$ cat config.mk
export PLATFORM = sky130hd
export DESIGN_NAME = hbd_ctrl
export DESIGN_NICKNAME = d
export VERILOG_FILES = /design/src/hbd_pkg.sv /design/src/hbd_ctrl.sv
export SDC_FILE = /design/constraint.sdc
export NUM_CORES = 1
export LEC_CHECK = 0
export BUFFER_PORTS_ARGS = -buffer_cell sky130_fd_sc_hd__buf_2
export CAP_MARGIN = 25
export CORE_AREA = 2 2 39 41
export DETAILED_ROUTE_END_ITERATION = 6
export DIE_AREA = 0 0 41 43
export PLACE_DENSITY_LB_ADDON = 0.2
export SLEW_MARGIN = 20
export SYNTH_ARGS = -nofsm -noshare
export SYNTH_HDL_FRONTEND = slang
export SYNTH_SLANG_ARGS = --single-unit
$ cat constraint.sdc
create_clock -name clk -period 2.4 [get_ports clk]
set_input_delay 0.12 -clock clk [delete_from_list [all_inputs] [get_ports clk]]
set_output_delay 0.12 -clock clk [all_outputs]
set_load 0.03 [all_outputs]
$ cat src/hbd_pkg.sv
`default_nettype none

package hbd_pkg;

  localparam int MAX_NODES = 2048;
  localparam int NODE_W = $clog2(MAX_NODES);
  localparam int CNT_W = NODE_W + 1;
  localparam int SYM_W = 16;
  localparam int PAY_W = 16;
  localparam int ENT_W = PAY_W + 2;
  localparam int ROW_W = 2 * ENT_W;
  localparam int MAX_CODE_BITS = 32;
  localparam int CODE_W = 32;
  localparam int LEN_W = 6;
  localparam int IDX_W = $clog2(MAX_CODE_BITS);
  localparam int WORD_W = 64;
  localparam int WBITS_W = 7;
  localparam int BIT_IDX_W = $clog2(WORD_W);
  localparam int STATUS_W = 3;

  typedef enum logic [1:0] {
    OP_CLEAR  = 2'd0,
    OP_ADD    = 2'd1,
    OP_DECODE = 2'd2
  } op_t;

  typedef enum logic [STATUS_W-1:0] {
    ST_SYMBOL  = 3'd0,
    ST_ADDED   = 3'd1,
    ST_COLLIDE = 3'd2,
    ST_FULL    = 3'd3,
    ST_EMPTY   = 3'd4
  } status_t;

  typedef enum logic [2:0] {
    S_IDLE,
    S_ADD_RD,
    S_ADD_EVAL,
    S_ADD_ALLOC,
    S_DEC_RD,
    S_DEC_EVAL,
    S_FLUSH
  } state_t;

  typedef struct packed {
    logic    clear;
    logic    load_add;
    logic    load_dec;
    logic    rd_walk;
    logic    add_step;
    logic    add_link;
    logic    add_alloc;
    logic    add_leaf;
    logic    dec_step;
    logic    push;
    status_t push_status;
    logic    flush;
  } cmd_t;

  typedef struct packed {
    logic ent_used;
    logic ent_leaf;
    logic final_bit;
    logic tree_full;
    logic bits_zero;
  } stat_t;

endpackage

`default_nettype wire

$ cat src/hbd_ctrl.sv
`default_nettype none

module hbd_ctrl (
  input  wire logic         clk,
  input  wire logic         rst,
  input  wire logic         start,
  input  wire logic [1:0]   operation,
  input  wire hbd_pkg::stat_t stat,
  output hbd_pkg::cmd_t     cmd,
  output logic              busy
);
  import hbd_pkg::*;

  state_t state;
  state_t state_next;

  always_ff @(posedge clk) begin
    if (rst) begin
      state <= S_IDLE;
    end else begin
      state <= state_next;
    end
  end

  always_comb begin
    state_next = state;
    case (state)
      S_IDLE: begin
        if (start) begin
          case (operation)
            OP_ADD: state_next = S_ADD_RD;
            OP_DECODE: begin
              if (!stat.bits_zero) begin
                state_next = S_DEC_RD;
              end
            end
            default: state_next = S_IDLE;
          endcase
        end
      end
      S_ADD_RD: state_next = S_ADD_EVAL;
      S_ADD_EVAL: begin
        if (stat.final_bit) begin
          state_next = S_FLUSH;
        end else if (!stat.ent_used) begin
          state_next = stat.tree_full ? S_FLUSH : S_ADD_ALLOC;
        end else if (stat.ent_leaf) begin
          state_next = S_FLUSH;
        end else begin
          state_next = S_ADD_RD;
        end
      end
      S_ADD_ALLOC: state_next = S_ADD_RD;
      S_DEC_RD: state_next = S_DEC_EVAL;
      S_DEC_EVAL: begin
        if (!stat.ent_used || stat.final_bit) begin
          state_next = S_FLUSH;
        end
      end
      S_FLUSH: state_next = S_IDLE;
      default: state_next = S_IDLE;
    endcase
  end

  always_comb begin
    cmd = '0;
    cmd.push_status = ST_SYMBOL;
    busy = (state != S_IDLE);
    case (state)
      S_IDLE: begin
        if (start) begin
          case (operation)
            OP_CLEAR: cmd.clear = 1'b1;
            OP_ADD: cmd.load_add = 1'b1;
            OP_DECODE: cmd.load_dec = 1'b1;
            default: cmd.clear = 1'b0;
          endcase
        end
      end
      S_ADD_EVAL: begin
        if (stat.final_bit) begin
          cmd.push = 1'b1;
          if (stat.ent_used) begin
            cmd.push_status = ST_COLLIDE;
          end else begin
            cmd.add_leaf = 1'b1;
            cmd.push_status = ST_ADDED;
          end
        end else if (!stat.ent_used) begin
          if (stat.tree_full) begin
            cmd.push = 1'b1;
            cmd.push_status = ST_FULL;
          end else begin
            cmd.add_link = 1'b1;
          end
        end else if (stat.ent_leaf) begin
          cmd.push = 1'b1;
          cmd.push_status = ST_COLLIDE;
        end else begin
          cmd.add_step = 1'b1;
        end
      end
      S_ADD_ALLOC: cmd.add_alloc = 1'b1;
      S_DEC_RD: cmd.rd_walk = 1'b1;
      S_DEC_EVAL: begin
        cmd.dec_step = 1'b1;
        if (!stat.ent_used) begin
          cmd.push = 1'b1;
          cmd.push_status = ST_EMPTY;
        end else if (stat.ent_leaf) begin
          cmd.push = 1'b1;
          cmd.push_status = ST_SYMBOL;
        end
      end
      S_FLUSH: cmd.flush = 1'b1;
      default: cmd.flush = 1'b0;
    endcase
  end

endmodule

`default_nettype wire

==> metrics <==
outcome=finished clean; detailed placer's ending HPWL=around 750 um; Post-Synthesis Cell Area=358 um2; worst r2r src=state[1]$_SDFFE_PP0P_; gr usage total=between 10% and 20%; Synth Flop Type=dfxtp_1; nets@finish=about 90; routability cong.=between 0.7 and 0.8; Clock Tree Buf Depth=2; register area share after synthesis=16.8%; number of detailed-route iterations in the first pass=4; DRT iter0 DRCs=4; maximum VDD drop=roughly 0.00034 V; Slew Viols, Final=0; most frequent cell after synthesis=nor2_1; hold slack final=approximately 0.19 ns; H-tree depth=1; Rows=14; Clock Sinks=3; Worst Hold Launch=rst; max reg flops=3; chip width=between 40 and 50 um; relative slew slack=about 75%; flops & latches, synth=3; layout cell share with drive strength beyond 1=a little under two fifths; hold crit path type=in -> reg; Post-synth EDFFs=0; worst hold stages=3; Vias=459; Final Total Pwr=between 0.2 and 0.3 mW; # DRC=0; initial core utilization=between 20 and 30%; CTS tree=built; number of diodes=0; CP Launch Point=state[1]$_SDFFE_PP0P_; Crit-path slowest cell=dfxtp_1; clk_lat worst skew=around 0.24 ns; final setup fails=0; total grt overflow=0; Hold Path End=state[1]$_SDFFE_PP0P_; Mapped Avg Cell Area=about 6.4 um2; dpl ws=just under 1 ns; reg2reg path depth=4; Pwr Density=around 520 nW/um2; Routed wire per std cell=between 9 and 10 um; DIE AREA=between 1500 and 2000 um2; clk_skew=around 0.0044 ns; Post-Route WL=932 um; R2R setup slack=1.07 ns; Post-synth top cells=nor2_1 (11), nand2b_1 (6), inv_1 (5), nor3_1 (5); antenna violations before repair=0; Die Ht=43 um; post_cts resized=0; Worst-path clk slew=approximately 0.040 ns; highest clock rate=598 MHz; leakage=around 0.28 nW; clock buffer count from CTS=3; final worst-path cycle share=69.7%; Critical Path RT=about 2.3 ns; postcts setup bufs=0; Placeable Area=~1400 um2; fill cell count=between 150 and 200; post-route cell area=roughly 500 um2; RSZ-0062 raised after global routing=no; final hold vios=0; vias in the first global route=approximately 360; ranking of synthesized cells by area=dfxtp_1 (17%), nor2_1 (12%), nand2b_1 (10%); Synthesized Nets=between 60 and 70; vias per inst=approximately 4.7; placed instance area=around 470 um2; Area Growth Syn to Fin=39.9%; setup TNS=0 ns; biggest area consumer among synthesized cells=dfxtp_1; Worst Path Arrival=about 1.6 ns; r2r endpoint=state[0]$_SDFFE_PP0P_; Worst setup EP type=primary output; I/O Pins=25; post-layout min period=between 1.5 and 2 ns; Top reg by flops=state; first-pass GRT wire length=between 1 and 1.5 mm; Post-CTS Hold Fix Bufs=0; cells along the critical path=or3b_1, nor2_2, and2_1, buf_2; share of the synthesized area in the top cell type=16.8%; Synth cell types=24; Root Buffer=clkbuf_4; maxcap violations=0; warnings from Yosys=0; crit-path max FO=10; worst-margin pin slew=approximately 0.36 ns; Critical Path Max Stage Delay=between 0.4 and 0.5 ns; WS Path Type=reg -> out; CP Launch Type=flip-flop; IO buf count=24; slack of the critical path=approximately 0.73 ns; leading registers by flop count=state: 3 flops; largest net degree at the start of global routing=11; ys async rst share=0%; Gate Count Post-Synth=56; antenna-violating nets left=0
## worst max path at each step
stage / to / slack (ns) / cells past startpoint
after floorplan: cmd[9] / 0.77 / 3
after global placement: cmd[6] / 0.98 / 4
after detailed placement: cmd[6] / 0.99 / 4
after CTS: cmd[6] / 0.72 / 4
after global routing: cmd[2] / 0.60 / 5
final: cmd[6] / 0.73 / 4
## through the flow
stage | cells | util, %
2_1_floorplan | 56 | -
4_1_cts | 97 | 36.2
3_3_place_gp | 93 | 34.3
3_5_place_dp | 93 | 34.3
5_1_grt | 97 | 36.2
6_report | 97 | 36.2
## metal layers
layer	vias up	track usage [%]	wire length, um
li1	236	-	-
met1	204	16.1	430
met2	19	17.2	412
met3	0	7.85	89
met4	0	2.00	0
met5	-	0	0
## power breakdown
group,switching [mW],internal [mW]
Clock,0.0283,0.0624
Combinational,0.0645,0.0384
Sequential,0.0108,0.0551
## final cells by class
| class | count | area [um2] | area share [%] |
|---|---|---|---|
| flip-flops and latches | 3 | 60.1 | 12.0 |
| inverters | 5 | 18.8 | 3.75 |
| clock buffers | 4 | 26.3 | 5.25 |
| well taps | 16 | 20.0 | 4.00 |
| multi-input cells | 45 | 255 | 51.0 |
| repair buffers | 24 | 120 | 24.0 |
## logic make-up (layout without fill, tap and decap cells)
| family | count (synthesis) | after routing | synth area share (%) |
|---|---|---|---|
| compound gates | 14 | 14 | 26.9 |
| buf+inv | 8 | 33 | 11.9 |
| flops | 3 | 3 | 16.8 |
| simple gates | 31 | 31 | 44.4 |
## cell usage in the layout, fill, tap and decap left out
master / Yosys / routed
a211oi_2: 1 / 1
or3b_1: 1 / 1
dfxtp_1: 3 / 3
nor2_2: 1 / 1
clkbuf_1: 0 / 1
and2_1: 1 / 1
o21ai_0: 3 / 3
inv_1: 5 / 5
or2_2: 1 / 1
nand2_1: 2 / 2
a22oi_1: 1 / 1
o21bai_1: 1 / 1
and3_1: 1 / 1
nand2b_1: 6 / 6
o21ai_1: 1 / 1
nor2_1: 11 / 11
o21bai_2: 1 / 1
nor2b_1: 1 / 1
nor3_1: 5 / 5
a21oi_1: 3 / 3
buf_2: 1 / 24
clkbuf_4: 0 / 3
a21o_1: 3 / 3
nand3b_1: 1 / 1
## worst max-delay path: cells and delay by family, from the launching register on
kind	cells	cell delay, ns
buffers and inverters	1	0.19
AND/OR/NAND/NOR	3	0.66
flip-flops	1	0.47
Power figures use the tool's default switching activity.
